$ cat config.mk
export PLATFORM = sky130hd
export DESIGN_NAME = key_press_classifier
export DESIGN_NICKNAME = d
export VERILOG_FILES = /design/src/rtl/kpc_pkg.sv /design/src/rtl/kpc_key.sv /design/src/rtl/key_press_classifier.sv
export SDC_FILE = /design/constraint.sdc
export NUM_CORES = 1
export LEC_CHECK = 0
export BUFFER_PORTS_ARGS = -buffer_cell sky130_fd_sc_hd__clkbuf_2
export CAP_MARGIN = 10
export CORE_ASPECT_RATIO = 1.25
export CORE_UTILIZATION = 45
export CTS_BUF_LIST = sky130_fd_sc_hd__clkbuf_4 sky130_fd_sc_hd__clkbuf_8
export DETAILED_ROUTE_END_ITERATION = 12
export PLACE_DENSITY = 0.73
export SLEW_MARGIN = 10
export SYNTH_ARGS = -nofsm -noshare
export SYNTH_HDL_FRONTEND = slang
export SYNTH_SLANG_ARGS = --single-unit
$ cat constraint.sdc
create_clock -name aclk -period 6.7 [get_ports aclk]
set_input_delay 1.34 -clock aclk [delete_from_list [all_inputs] [get_ports aclk]]
set_output_delay 1.34 -clock aclk [all_outputs]
set_load 0.02 [all_outputs]
$ cat src/rtl/kpc_pkg.sv
package kpc_pkg;

    // APB register file
    localparam int DATA_W = 32;
    localparam int ADDR_W = 4;
    localparam int REG_IDX_W = 2;

    localparam logic [REG_IDX_W-1:0] REG_SHORT_LIMIT = 2'd0;
    localparam logic [REG_IDX_W-1:0] REG_LONG_LIMIT  = 2'd1;
    localparam logic [REG_IDX_W-1:0] REG_SHORT_EN    = 2'd2;
    localparam logic [REG_IDX_W-1:0] REG_LONG_EN     = 2'd3;

    // hold counter and limits
    localparam int LIMIT_W = 8;
    localparam logic [LIMIT_W-1:0] HOLD_MAX        = 8'hFF;
    localparam logic [LIMIT_W-1:0] SHORT_LIMIT_RST = 8'd80;
    localparam logic [LIMIT_W-1:0] LONG_LIMIT_RST  = 8'd100;

    // events raised by one key in one scan tick
    typedef struct packed {
        logic short_ev;
        logic long_ev;
    } key_event_t;

endpackage

$ cat src/rtl/kpc_key.sv
module kpc_key (
    input  logic                         aclk,
    input  logic                         aresetn,
    input  logic                         step,
    input  logic                         pressed,
    input  logic [kpc_pkg::LIMIT_W-1:0]  short_limit,
    input  logic [kpc_pkg::LIMIT_W-1:0]  long_limit,
    output kpc_pkg::key_event_t          events
);

    localparam logic [1:0] PHASE_IDLE    = 2'd0;
    localparam logic [1:0] PHASE_CONFIRM = 2'd1;
    localparam logic [1:0] PHASE_HELD    = 2'd2;

    logic [1:0]                  phase_reg, phase_next;
    logic [kpc_pkg::LIMIT_W-1:0] hold_reg, hold_next;
    logic                        armed_reg, armed_next;

    always_comb begin
        phase_next = phase_reg;
        hold_next  = hold_reg;
        armed_next = armed_reg;
        events     = '0;
        unique case (phase_reg)
            PHASE_CONFIRM: begin
                phase_next = pressed ? PHASE_HELD : PHASE_IDLE;
            end
            PHASE_HELD: begin
                if (!pressed && (hold_reg < short_limit)) begin
                    phase_next      = PHASE_IDLE;
                    events.short_ev = 1'b1;
                end else if (!pressed && (hold_reg > short_limit)) begin
                    phase_next = PHASE_IDLE;
                end else if (hold_reg != kpc_pkg::HOLD_MAX) begin
                    // release exactly at the limit lands here too: stay held
                    hold_next = hold_reg + 1'b1;
                end
                if (pressed && (hold_next > long_limit) && armed_reg) begin
                    events.long_ev = 1'b1;
                    armed_next     = 1'b0;
                end
            end
            default: begin
                // idle, and the unused code behaves as idle
                if (pressed) begin
                    phase_next = PHASE_CONFIRM;
                    hold_next  = '0;
                    armed_next = 1'b1;
                end else begin
                    phase_next = PHASE_IDLE;
                end
            end
        endcase
    end

    always_ff @(posedge aclk) begin
        if (!aresetn) begin
            phase_reg <= PHASE_IDLE;
            hold_reg  <= '0;
            armed_reg <= 1'b0;
        end else if (step) begin
            phase_reg <= phase_next;
            hold_reg  <= hold_next;
            armed_reg <= armed_next;
        end
    end

    a_sat_hold: assert property (@(posedge aclk) disable iff (!aresetn)
        (step && phase_reg == PHASE_HELD && hold_reg == kpc_pkg::HOLD_MAX)
        |=> hold_reg == kpc_pkg::HOLD_MAX)
        else $error("hold counter left saturation while held");

    a_press_arms: assert property (@(posedge aclk) disable iff (!aresetn)
        (step && phase_reg == PHASE_IDLE && pressed)
        |=> (phase_reg == PHASE_CONFIRM && armed_reg && hold_reg == '0))
        else $error("press in idle did not start a confirmed, armed press");

    a_long_once: assert property (@(posedge aclk) disable iff (!aresetn)
        (step && events.long_ev) |=> !armed_reg)
        else $error("long event left the key armed");

endmodule

$ cat src/rtl/key_press_classifier.sv
// key_press_classifier
//
// Classifies key presses into short and long events for NUM_KEYS keys.
// Input channel (s_valid/s_ready/s_key_levels): one request per scan tick,
// bit i is the level of key i, 0 pressed and 1 released.
// Result channel (m_valid/m_ready/m_short_events/m_long_events): exactly one
// result per request, holding the short and long events of that tick, masked
// by the per-key enables.
// Configuration: APB port, registers at byte addresses 0x0 short_limit,
// 0x4 long_limit, 0x8 short enable mask, 0xC long enable mask; pready is
// always high. Write only while no request is in flight.
// Path: an accepted request is registered in the input register, then the
// per-key update loads its result into the result register.
// Throughput: one request per cycle while m_ready stays high; each key's
// state machine updates once per tick, so ticks stream back to back.
// Stall: while the receiver holds m_ready low, the result register holds and
// the input register still takes one more request; s_ready then drops.
// Reset (aresetn low, synchronous): all keys go idle, counters and arming
// clear, limits return to 80 and 100, enables to zero, both channels empty.
module key_press_classifier #(
    parameter int NUM_KEYS = 2
) (
    input  logic                         aclk,
    input  logic                         aresetn,

    input  logic                         s_valid,
    output logic                         s_ready,
    input  logic [NUM_KEYS-1:0]          s_key_levels,

    output logic                         m_valid,
    input  logic                         m_ready,
    output logic [NUM_KEYS-1:0]          m_short_events,
    output logic [NUM_KEYS-1:0]          m_long_events,

    input  logic                         psel,
    input  logic                         penable,
    input  logic                         pwrite,
    input  logic [kpc_pkg::ADDR_W-1:0]   paddr,
    input  logic [kpc_pkg::DATA_W-1:0]   pwdata,
    output logic [kpc_pkg::DATA_W-1:0]   prdata,
    output logic                         pready
);

    // ------------------------------------------------------------------
    // Configuration registers
    // ------------------------------------------------------------------
    logic [kpc_pkg::LIMIT_W-1:0]   short_limit_reg;
    logic [kpc_pkg::LIMIT_W-1:0]   long_limit_reg;
    logic [NUM_KEYS-1:0]           short_en_reg;
    logic [NUM_KEYS-1:0]           long_en_reg;
    logic                          cfg_write;
    logic [kpc_pkg::REG_IDX_W-1:0] cfg_idx;

    assign pready    = 1'b1;
    assign cfg_idx   = paddr[kpc_pkg::ADDR_W-1:2];
    assign cfg_write = psel && penable && pwrite && pready;

    always_ff @(posedge aclk) begin
        if (!aresetn) begin
            short_limit_reg <= kpc_pkg::SHORT_LIMIT_RST;
            long_limit_reg  <= kpc_pkg::LONG_LIMIT_RST;
            short_en_reg    <= '0;
            long_en_reg     <= '0;
        end else if (cfg_write) begin
            unique case (cfg_idx)
                kpc_pkg::REG_SHORT_LIMIT: short_limit_reg <= pwdata[kpc_pkg::LIMIT_W-1:0];
                kpc_pkg::REG_LONG_LIMIT:  long_limit_reg  <= pwdata[kpc_pkg::LIMIT_W-1:0];
                kpc_pkg::REG_SHORT_EN:    short_en_reg    <= pwdata[NUM_KEYS-1:0];
                kpc_pkg::REG_LONG_EN:     long_en_reg     <= pwdata[NUM_KEYS-1:0];
                default: ;
            endcase
        end
    end

    // Read back: zero-extend each register to the bus width
    always_comb begin
        unique case (cfg_idx)
            kpc_pkg::REG_SHORT_LIMIT: prdata = kpc_pkg::DATA_W'(short_limit_reg);
            kpc_pkg::REG_LONG_LIMIT:  prdata = kpc_pkg::DATA_W'(long_limit_reg);
            kpc_pkg::REG_SHORT_EN:    prdata = kpc_pkg::DATA_W'(short_en_reg);
            kpc_pkg::REG_LONG_EN:     prdata = kpc_pkg::DATA_W'(long_en_reg);
            default:                  prdata = '0;
        endcase
    end

    // ------------------------------------------------------------------
    // Input register: holds one request, so a new tick is taken even
    // while the result register waits on the receiver
    // ------------------------------------------------------------------
    logic                in_valid_reg, in_valid_next;
    logic [NUM_KEYS-1:0] in_levels_reg;
    logic                out_free;
    logic                advance;
    logic                s_take;

    assign out_free = !m_valid || m_ready;
    assign advance  = in_valid_reg && out_free;
    assign s_ready  = !in_valid_reg || out_free;
    assign s_take   = s_valid && s_ready;

    always_comb begin
        in_valid_next = in_valid_reg;
        if (s_take) begin
            in_valid_next = 1'b1;
        end else if (advance) begin
            in_valid_next = 1'b0;
        end
    end

    always_ff @(posedge aclk) begin
        if (!aresetn) begin
            in_valid_reg <= 1'b0;
        end else begin
            in_valid_reg <= in_valid_next;
        end
    end

    // Payload needs no reset; load on every accepted request
    always_ff @(posedge aclk) begin
        if (s_take) begin
            in_levels_reg <= s_key_levels;
        end
    end

    // ------------------------------------------------------------------
    // Per-key state machines: advance all keys on the same tick
    // ------------------------------------------------------------------
    kpc_pkg::key_event_t key_ev [NUM_KEYS];
    logic [NUM_KEYS-1:0] short_raw;
    logic [NUM_KEYS-1:0] long_raw;

    for (genvar k = 0; k < NUM_KEYS; k++) begin : g_key
        kpc_key u_key (
            .aclk        (aclk),
            .aresetn     (aresetn),
            .step        (advance),
            .pressed     (!in_levels_reg[k]),
            .short_limit (short_limit_reg),
            .long_limit  (long_limit_reg),
            .events      (key_ev[k])
        );
    end

    always_comb begin
        for (int k = 0; k < NUM_KEYS; k++) begin
            short_raw[k] = key_ev[k].short_ev;
            long_raw[k]  = key_ev[k].long_ev;
        end
    end

    // ------------------------------------------------------------------
    // Result register: drop events of disabled keys
    // ------------------------------------------------------------------
    logic                m_valid_reg, m_valid_next;
    logic [NUM_KEYS-1:0] short_out_reg;
    logic [NUM_KEYS-1:0] long_out_reg;

    always_comb begin
        m_valid_next = m_valid_reg;
        if (advance) begin
            m_valid_next = 1'b1;
        end else if (m_ready) begin
            m_valid_next = 1'b0;
        end
    end

    always_ff @(posedge aclk) begin
        if (!aresetn) begin
            m_valid_reg <= 1'b0;
        end else begin
            m_valid_reg <= m_valid_next;
        end
    end

    always_ff @(posedge aclk) begin
        if (advance) begin
            short_out_reg <= short_raw & short_en_reg;
            long_out_reg  <= long_raw & long_en_reg;
        end
    end

    assign m_valid        = m_valid_reg;
    assign m_short_events = short_out_reg;
    assign m_long_events  = long_out_reg;

    // ------------------------------------------------------------------
    // Assertions
    // ------------------------------------------------------------------
    a_short_masked: assert property (@(posedge aclk) disable iff (!aresetn)
        advance |=> (m_short_events & ~$past(short_en_reg)) == '0)
        else $error("short event reported for a disabled key");

    a_no_both: assert property (@(posedge aclk) disable iff (!aresetn)
        advance |=> (m_short_events & m_long_events) == '0)
        else $error("one key gave short and long events in one tick");

    a_stall_room: assert property (@(posedge aclk) disable iff (!aresetn)
        !s_ready |-> (in_valid_reg && m_valid_reg && !m_ready))
        else $error("input stalled without both registers full");

endmodule
==> run metrics, run 1 <==
unrepaired setup endpoints after global routing false; status finished, final reports clean; number of enable flip-flop cells after synthesis 6; routed len/inst 15.1 um; # DRC 0; crit end category flip-flop; post-synthesis sequential area ratio 29.6%; die height 102 um; Worst EP arrival 4.01 ns; H-tree levels 2; RePlAce Congestion between 0.8 and 0.9; post-synth cell types 55; dpl cells between 500 and 600; DR vias/cell between 5 and 6; final setup skew ~0.010 ns; Post-DP HPWL between 6 and 7 mm; CTS clk-pin slew, worst paths approximately 0.1 ns; Max Slew Vio Count 0; register area ~1100 um^2; nets@finish between 500 and 600; max cap viols 0; initial antenna violation count 0; final non-filler cell total between 500 and 600; vias 3072; First-pass DRT Iterations 5; multi-input logic area 2250 um^2; Area Growth Syn to Fin 6.15%; global-route wire length before repair 13.9 mm; PD cells roughly 150 nW/um^2; Synth Instances 429; Async S/R FF share, synth 0%; Hold Crit Class flip-flop to flip-flop; I/O Buffers 32; worst-skew pair later-pin latency 0.31 ns; Post-Syn Area around 3600 um^2; # fillers 769; Worst EP required ~6.8 ns; Top Ports 84; cts repair resizes 0; hold_buf cts 0; vias in the first global route 2902; minimum clock period after layout between 3 and 4 ns; Yosys reg bits 50; num rows 36; # setup viols final 0; Leak ~1.7 nW; Starting Density around 46%; nature of the critical path startpoint flip-flop; Core Region just under 8000 um^2; Crit-path slowest cell nor4b_1; max reg flops 16; diode count 0; Min Hold Slack 0.489 ns; clk sinks 50; Post-Route WL between 8 and 9 mm; synth warn 0; layout cell share with drive strength beyond 1 11.9%; CTS tree built; WS Path Type flip-flop to flip-flop; Max Fclk 254 MHz; gr usage total between 20% and 30%; maximum buffer depth of the clock tree 2; setup tns final 0 ns; Post-synth top flop dfxtp_1; largest net degree at the start of global routing 38; period utilisation layout 58.7%; CTS Root Cell clkbuf_8; worst-case vdd ir drop a little under 0.00009 V; syn avg cell area roughly 8.3 um^2; final hold vios 0; # Post-CTS Setup Buffers 0; Final Total Pwr ~0.00056 W; worst setup margin approximately 2.8 ns; CTS buffer count 5; Setup WS pre-CTS about 2.8 ns; Routed Antenna Nets 0; initial DRC count roughly 180; maximum fanout along the worst path 7; Slew @ Worst Pin approximately 0.9 ns; Cell Chain, Critical Path ha_1, a21oi_1, o21ai_0, nor4b_1, nor2_1, mux2_2, ha_1, nor2b_1, o21a_1, o21a_1, o21bai_1, a211oi_1, and4_1; Die Footprint roughly 8300 um^2; Max stage delay on crit path between 0.7 and 0.8 ns; headroom to the max-slew limit between 30 and 40%; Die Width about 80 um; total gr overflow 0
[synth_stat cells, types with 6 or more instances]
cell      instances  area [um^2]
buf_4            25          188
o211ai_1          7         52.6
mux2i_1          23          230
a21oi_1          31          155
nand2_1          27          101
edfxtp_1          6          180
dfxtp_1          44          881
nor2_1           46          173
nand4_1          14         87.6
nand3_1          14         70.1
o21a_1            7         52.6
o21ai_0          18         90.1
ha_1             38          475
inv_1            30          113
clkbuf_1         12         45.0
[through the flow]
stage / area [um^2] / util [%]
after detailed placement: 3710 / 47.9
after global placement: 3710 / 47.9
after global routing: 3800 / 49.1
after CTS: 3800 / 49.1
final: 3800 / 49.1
after floorplan: 3670 / -
[power by group]
group | internal [W] | total (W) | switching (W)
combinational | 0.0000186 | 0.0000657 | 0.0000471
sequential | 0.000308 | 0.000313 | 0.00000464
clock | 0.0000758 | 0.000186 | 0.000110
total | 0.000402 | 0.000564 | 0.000162
[critical path, delay by kind of cell (launching register included)]
family	cells	cell delay, ns
AND/OR/NAND/NOR	4	1.39
flip-flops	1	0.47
AO/OA/AOI/OAI	6	0.88
multiplexers	1	0.35
adder cells (fa/ha/maj)	2	0.60
[cell families after synthesis]
kind of cell | count (synthesis) | share of synthesized area (%)
adders and majority gates | 38 | 13.3
xor gates and xnor gates | 10 | 2.45
and+or+nand+nor | 140 | 19.7
buffers and inverters | 70 | 9.96
DFF | 50 | 29.6
other | 2 | 0.210
muxes | 27 | 8.32
AOI/OAI and AO/OA | 92 | 16.5
[layout make-up]
cell class              count  share of cell area (%)
clock buffers               5                    1.81
repair buffers             32                    4.21
flip-flops and latches     50                    27.9
clock inverters             3                   0.592
multi-input cells         332                    59.2
inverters                  32                    3.16
well taps                  95                    3.13
[final timing paths]
kind	endpoint	from	slack, ns	cells past startpoint
worst min-delay path	g_key[0].u_key.phase_reg[1]$_SDFFE_PN0P_	g_key[0].u_key.phase_reg[1]$_SDFFE_PN0P_	0.49	2
worst max-delay path	m_long_events[1]$_DFFE_PP_	g_key[1].u_key.hold_reg[7]$_SDFFE_PN0P_	2.77	13
worst max register to register	m_long_events[1]$_DFFE_PP_	g_key[1].u_key.hold_reg[7]$_SDFFE_PN0P_	2.77	13
worst min register to register	g_key[0].u_key.phase_reg[1]$_SDFFE_PN0P_	g_key[0].u_key.phase_reg[1]$_SDFFE_PN0P_	0.49	2
[layout by cell type, fill, tap and decap left out, drive strengths merged, types with 5 or more instances in the layout]
cell type,n
a211oi,5
a21o,5
a21oi,31
a31oi,6
clkbuf,37
conb,25
dfxtp,44
edfxtp,6
ha,38
inv,33
mux2i,23
nand2,28
nand3,15
nand4,14
nor2,46
nor3,5
o211ai,7
o21a,7
o21ai,18
or3,7
xnor2,5
xor2,5
[layer usage]
metal	GRT usage (%)	vias to the layer above	wire (um)
li1	-	1536	-
met1	26.7	1421	3600
met2	36.9	90	4050
met3	4.05	25	332
met4	10.5	0	332
met5	0	-	0
Power figures use the tool's default switching activity.
==> inputs of run 2 (changes only) <==
- ABC_AREA: not set -> 1
- PLACE_DENSITY: 0.73 -> 0.75
- clock period: 6.7 -> 3.5 ns (I/O delays scaled with it)
==> run 2 against run 1 <==
Net effect: clock-buffer cell count unchanged; synthesized cell count is 22% higher; synthesized area increased by 2.7%; flip-flop and latch count unchanged; power grew 96%; cell count up 18%; global-route usage is 1.0 points lower; worst setup slack lost 2.3 ns; register-to-register slack got worse by 2.3 ns; via count up 12%; core utilization grew 0.59 points.
==> run metrics, run 2 <==
CTS buffer count 5; unrepaired setup endpoints after global routing false; Worst EP required roughly 3.6 ns; commonest cells in the synthesized netlist nand2_1 (113), inv_1 (76), dfxtp_1 (44), nand3_1 (41), a21oi_1 (39); Leak between 1.5 and 2 nW; worst-case vdd ir drop ~0.00016 V; Post-Syn Area 3680 um^2; # Post-CTS Setup Buffers 0; CTS tree built; # setup viols final 0; Hold Crit Class flip-flop to flip-flop; number of enable flip-flop cells after synthesis 6; RePlAce Congestion between 0.8 and 0.9; period utilisation layout 85.2%; routed len/inst between 10 and 15 um; Slew @ Worst Pin between 0.7 and 0.8 ns; post-synthesis sequential area ratio between 20% and 30%; most frequent cells in the layout nand2_1 (113), inv_1 (76), dfxtp_1 (44); Post-Route WL 8.55 mm; H-tree levels 2; Core Region around 7800 um^2; largest net degree at the start of global routing 25; minimum clock period after layout ~3.0 ns; cts repair resizes 0; CTS clk-pin slew, worst paths ~0.11 ns; Post-Synth Simple-Gate Area 29.7%; Worst EP arrival roughly 3.1 ns; DR vias/cell approximately 5.3; WS Path Type flip-flop to flip-flop; I/O Buffers 32; complex-gate fraction of the synthesized area a little over an eighth; Yosys reg bits 50; nets@finish 634; Routed Antenna Nets 0; most common cell in the synthesized netlist nand2_1; Max Fclk around 340 MHz; Top Ports 84; maximum buffer depth of the clock tree 2; post-synth cell types 33; mux cell area share after synthesis 0%; Post-synth top flop dfxtp_1; crit end category flip-flop; biggest area consumer among synthesized cells dfxtp_1; CTS Root Cell clkbuf_8; headroom to the max-slew limit between 40% and 50%; final hold vios 0; Area Growth Syn to Fin 5.82%; diode count 0; setup tns final 0 ns; worst-skew pair later-pin latency about 0.33 ns; Async S/R FF share, synth 0%; die height slightly above 100 um; nature of the critical path startpoint flip-flop; commonest non-fill, non-tap cell in the layout nand2_1; clk sinks 50; # fillers 783; Synth area leaders dfxtp_1 (24%), ha_1 (13%), nand2_1 (12%), inv_1 (7.8%), nand3_1 (5.6%); Min Hold Slack 0.493 ns; status finished, final reports clean; worst setup margin ~0.52 ns; Die Footprint 8540 um^2; max cap viols 0; # DRC 0; synth warn 0; max reg flops 16; Max Slew Vio Count 0; First-pass DRT Iterations 4; maximum fanout along the worst path 11; Starting Density 46.9%; layout cell share with drive strength beyond 1 between 10% and 20%; vias 3439; PD cells 285 nW/um^2; total gr overflow 0; Synth Area in Adders roughly 13%; share of the synthesized area in the top cell type around a quarter; num rows 36; initial DRC count approximately 130; Die Width 82.9 um; global-route wire length before repair 14.4 mm; largest family of logic cells by synthesized area simple AND/OR/NAND/NOR gates; Synth Instances approximately 520; final setup skew approximately 0.022 ns; Synth Area in XOR/XNOR 0%; syn avg cell area around 7.0 um^2; vias in the first global route about 3300; initial antenna violation count 0; Post-DP HPWL 6.85 mm; Final Total Pwr 0.00111 W; Setup WS pre-CTS about 0.55 ns; gr usage total between 20% and 30%; hold_buf cts 0
-- run 2: changes by cell type after synthesis, moves of 9 or more --
cell / delta
nand2_1: +86
mux2i_1: -23
nand4_1: +9
nand3_1: +27
nor2_1: -13
inv_1: +46
-- run 2: path summary, 6_finish.rpt --
| kind | slack [ns] | start | cells after the start | end |
|---|---|---|---|---|
| worst max-delay path | 0.52 | short_limit_reg[7]$_SDFFE_PN0P_ | 18 | m_long_events[0]$_DFFE_PP_ |
| worst min-delay path | 0.49 | g_key[1].u_key.phase_reg[1]$_SDFFE_PN0P_ | 2 | g_key[1].u_key.phase_reg[1]$_SDFFE_PN0P_ |
| worst max register to register | 0.52 | short_limit_reg[7]$_SDFFE_PN0P_ | 18 | m_long_events[0]$_DFFE_PP_ |
| worst min register to register | 0.49 | g_key[1].u_key.phase_reg[1]$_SDFFE_PN0P_ | 2 | g_key[1].u_key.phase_reg[1]$_SDFFE_PN0P_ |
-- run 2: final cells by class --
type / count / area [um^2] / share of cell area, %
flip-flops and latches: 50 / 1060 / 27.3
well taps: 95 / 119 / 3.05
clock inverters: 3 / 21.3 / 0.547
multi-input cells: 383 / 2160 / 55.5
repair buffers: 33 / 168 / 4.31
clock buffers: 5 / 68.8 / 1.77
inverters: 78 / 293 / 7.52
-- run 2: report_power, final --
group / leakage [nW] / switching (W) / total (W) / internal, W
Clock: 0.0441 / 0.000211 / 0.000352 / 0.000141
Combinational: 1.37 / 0.000115 / 0.000156 / 0.0000406
Sequential: 0.415 / 0.00000821 / 0.000600 / 0.000592
Total: 1.83 / 0.000334 / 0.00111 / 0.000774
-- run 2: routing by layer --
layer / GRT usage, % / share of wire (%)
met5: 0 / 0
met4: 11.5 / 3.6
met3: 3.36 / 3.3
met2: 40.2 / 53
met1: 22.0 / 40
-- run 2: cell families after synthesis --
| logic type | Yosys count |
|---|---|
| buffers and inverters | 112 |
| AND/OR/NAND/NOR | 236 |
| AO/OA/AOI/OAI | 84 |
| adder cells (fa/ha/maj) | 38 |
| flip-flops | 50 |
| other | 2 |
-- run 2: critical path, cell delays in order (launching register included) --
cell	delay (ns)
dfxtp_1	0.32
inv_1	0.08
ha_1	0.31
nand2_1	0.07
nor2_1	0.22
nand4_1	0.13
nand2_1	0.21
buf_4	0.22
nand4_1	0.11
and2_1	0.20
ha_1	0.28
nand2_1	0.07
inv_1	0.05
o21ai_0	0.08
nand2_1	0.07
nand2_1	0.06
o211ai_1	0.13
nand2_1	0.11
nor2_1	0.04
-- run 2: stage by stage --
stage | area [um^2] | util (%) | cells
2_1_floorplan | 3760 | - | 545
3_3_place_gp | 3800 | 48.5 | 639
3_5_place_dp | 3800 | 48.5 | 639
4_1_cts | 3890 | 49.6 | 647
5_1_grt | 3890 | 49.6 | 647
6_report | 3890 | 49.6 | 647
==> inputs of run 3 (changes only) <==
- PLACE_DENSITY: 0.75 -> 0.71
==> run 3 against run 2 <==
Net effect: non-clock buffer count fell by 1; clock skew fell by 0.015 ns; clock-buffer cell count rose by 2; via count fell by 1.7%; die area did not move; first-iteration DRC count rose by 1.5%; critical endpoint unchanged; sequential share of layout area barely moved.
==> run metrics, run 3 (same netlist as run 2, synthesis figures left out) <==
max reg flops 16; CTS buffer count 5; global-route wire length before repair ~14 mm; Core Region between 7000 and 8000 um^2; met3 WL ~350 um; headroom to the max-slew limit between 40% and 50%; register area around 1100 um^2; status finished, final reports clean; vias in the first global route around 3100; Worst EP arrival approximately 3.2 ns; Starting Density between 40% and 50%; DR vias/cell between 5 and 6; min-delay src g_key[1].u_key.phase_reg[1]$_SDFFE_PN0P_; maximum buffer depth of the clock tree 2; gr usage total a little over a fifth; commonest non-fill, non-tap cell in the layout nand2_1; minimum clock period after layout 3.11 ns; layout cell share with drive strength beyond 1 10.3%; Post-DP Area around 3800 um^2; RePlAce Congestion around 0.87; crit end category flip-flop; Routed Antenna Nets 0; RR Startpoint short_limit_reg[7]$_SDFFE_PN0P_; WS Path Type flip-flop to flip-flop; Area Growth Syn to Fin 5.75%; hold_buf cts 0; unrepaired setup endpoints after global routing false; final setup skew 0.00763 ns; Hold Crit Class flip-flop to flip-flop; CTS clk-pin slew, worst paths 0.10 ns; # fillers between 800 and 900; Setup crit start short_limit_reg[7]$_SDFFE_PN0P_; Post-Route WL roughly 8.6 mm; largest net degree at the start of global routing 25; Top Ports 84; First-pass DRT Iterations 4; initial DRC count ~140; diode count 0; H-tree levels 2; Min Hold Slack about 0.5 ns; Leak 1.83 nW; dpl cells 638; num rows 36; max cap viols 0; DR top layer met4; Post-DP HPWL approximately 6.7 mm; routed len/inst roughly 13 um; Die Width 82.9 um; fin util approximately 50%; period utilisation layout around nine tenths; Max Fclk ~320 MHz; initial antenna violation count 0; # Post-CTS Setup Buffers 0; Worst EP required 3.59 ns; total gr overflow 0; # DRC 0; multi-input logic area 2160 um^2; clk sinks 50; final hold vios 0; post-route cell area approximately 3900 um^2; worst-case vdd ir drop 0.000149 V; cts repair resizes 0; most frequent cells in the layout nand2_1 (113), inv_1 (76), dfxtp_1 (44); I/O Buffers 32; PD cells 292 nW/um^2; die height between 100 and 150 um; met1 WL about 3.5 mm; setup tns final 0 ns; final non-filler cell total 646; maximum fanout along the worst path 16; vias 3382; worst-skew pair later-pin latency approximately 0.32 ns; # setup viols final 0; nets@finish approximately 630; WL met2 ~4.5 mm; Slew @ Worst Pin between 0.7 and 0.8 ns; CTS tree built; CTS Root Cell clkbuf_8; nature of the critical path startpoint flip-flop; Die Footprint between 8000 and 9000 um^2; Max Slew Vio Count 0
-- run 3: stage by stage --
step	worst slack (ns)	total power [W]
floorplan	0.999	0.000749
global placement	0.474	0.000765
detailed placement	0.448	0.000769
CTS	0.427	0.00115
global route	0.0707	0.00119
finish	0.390	0.00114
-- run 3: final cells by class --
| type | instances | area share, % |
|---|---|---|
| multi-input combinational | 383 | 55.6 |
| sequential | 50 | 27.3 |
| inverter | 78 | 7.53 |
| timing repair buffer | 32 | 4.12 |
| tap | 95 | 3.06 |
| clock buffer | 7 | 2.32 |
| clock inverter | 1 | 0.129 |
-- run 3: worst paths after layout --
check / endpoint / slack [ns] / depth (start not counted)
max: m_long_events[0]$_DFFE_PP_ / 0.39 / 17
min: g_key[1].u_key.phase_reg[1]$_SDFFE_PN0P_ / 0.49 / 2
max reg2reg: m_long_events[0]$_DFFE_PP_ / 0.39 / 17
min reg2reg: g_key[1].u_key.phase_reg[1]$_SDFFE_PN0P_ / 0.49 / 2
-- run 3: power breakdown --
part | internal (W) | total (W) | leakage [nW] | switching (W)
sequential | 0.000592 | 0.000600 | 0.415 | 0.00000803
clock | 0.000168 | 0.000379 | 0.0517 | 0.000211
combinational | 0.0000395 | 0.000155 | 1.36 | 0.000116
-- run 3: per-layer routing --
layer | up-vias | GRT usage (%)
met4 | 0 | 9.15
met5 | - | 0
li1 | 1750 | -
met1 | 1565 | 23.2
met3 | 11 | 3.44
met2 | 56 | 40.5
-- run 3: worst max-delay path, cell delays in order, from the launching register on --
cell	delay, ns
dfxtp_1	0.32
inv_1	0.08
ha_1	0.30
nand2_1	0.07
nor2_1	0.20
nand4_1	0.11
nand2_1	0.43
nand4_1	0.19
and2_1	0.22
ha_1	0.28
inv_1	0.06
nor2_1	0.03
o21ai_0	0.17
nand2_1	0.08
nand2_1	0.06
o211ai_1	0.12
nand2_1	0.09
nor2_1	0.05
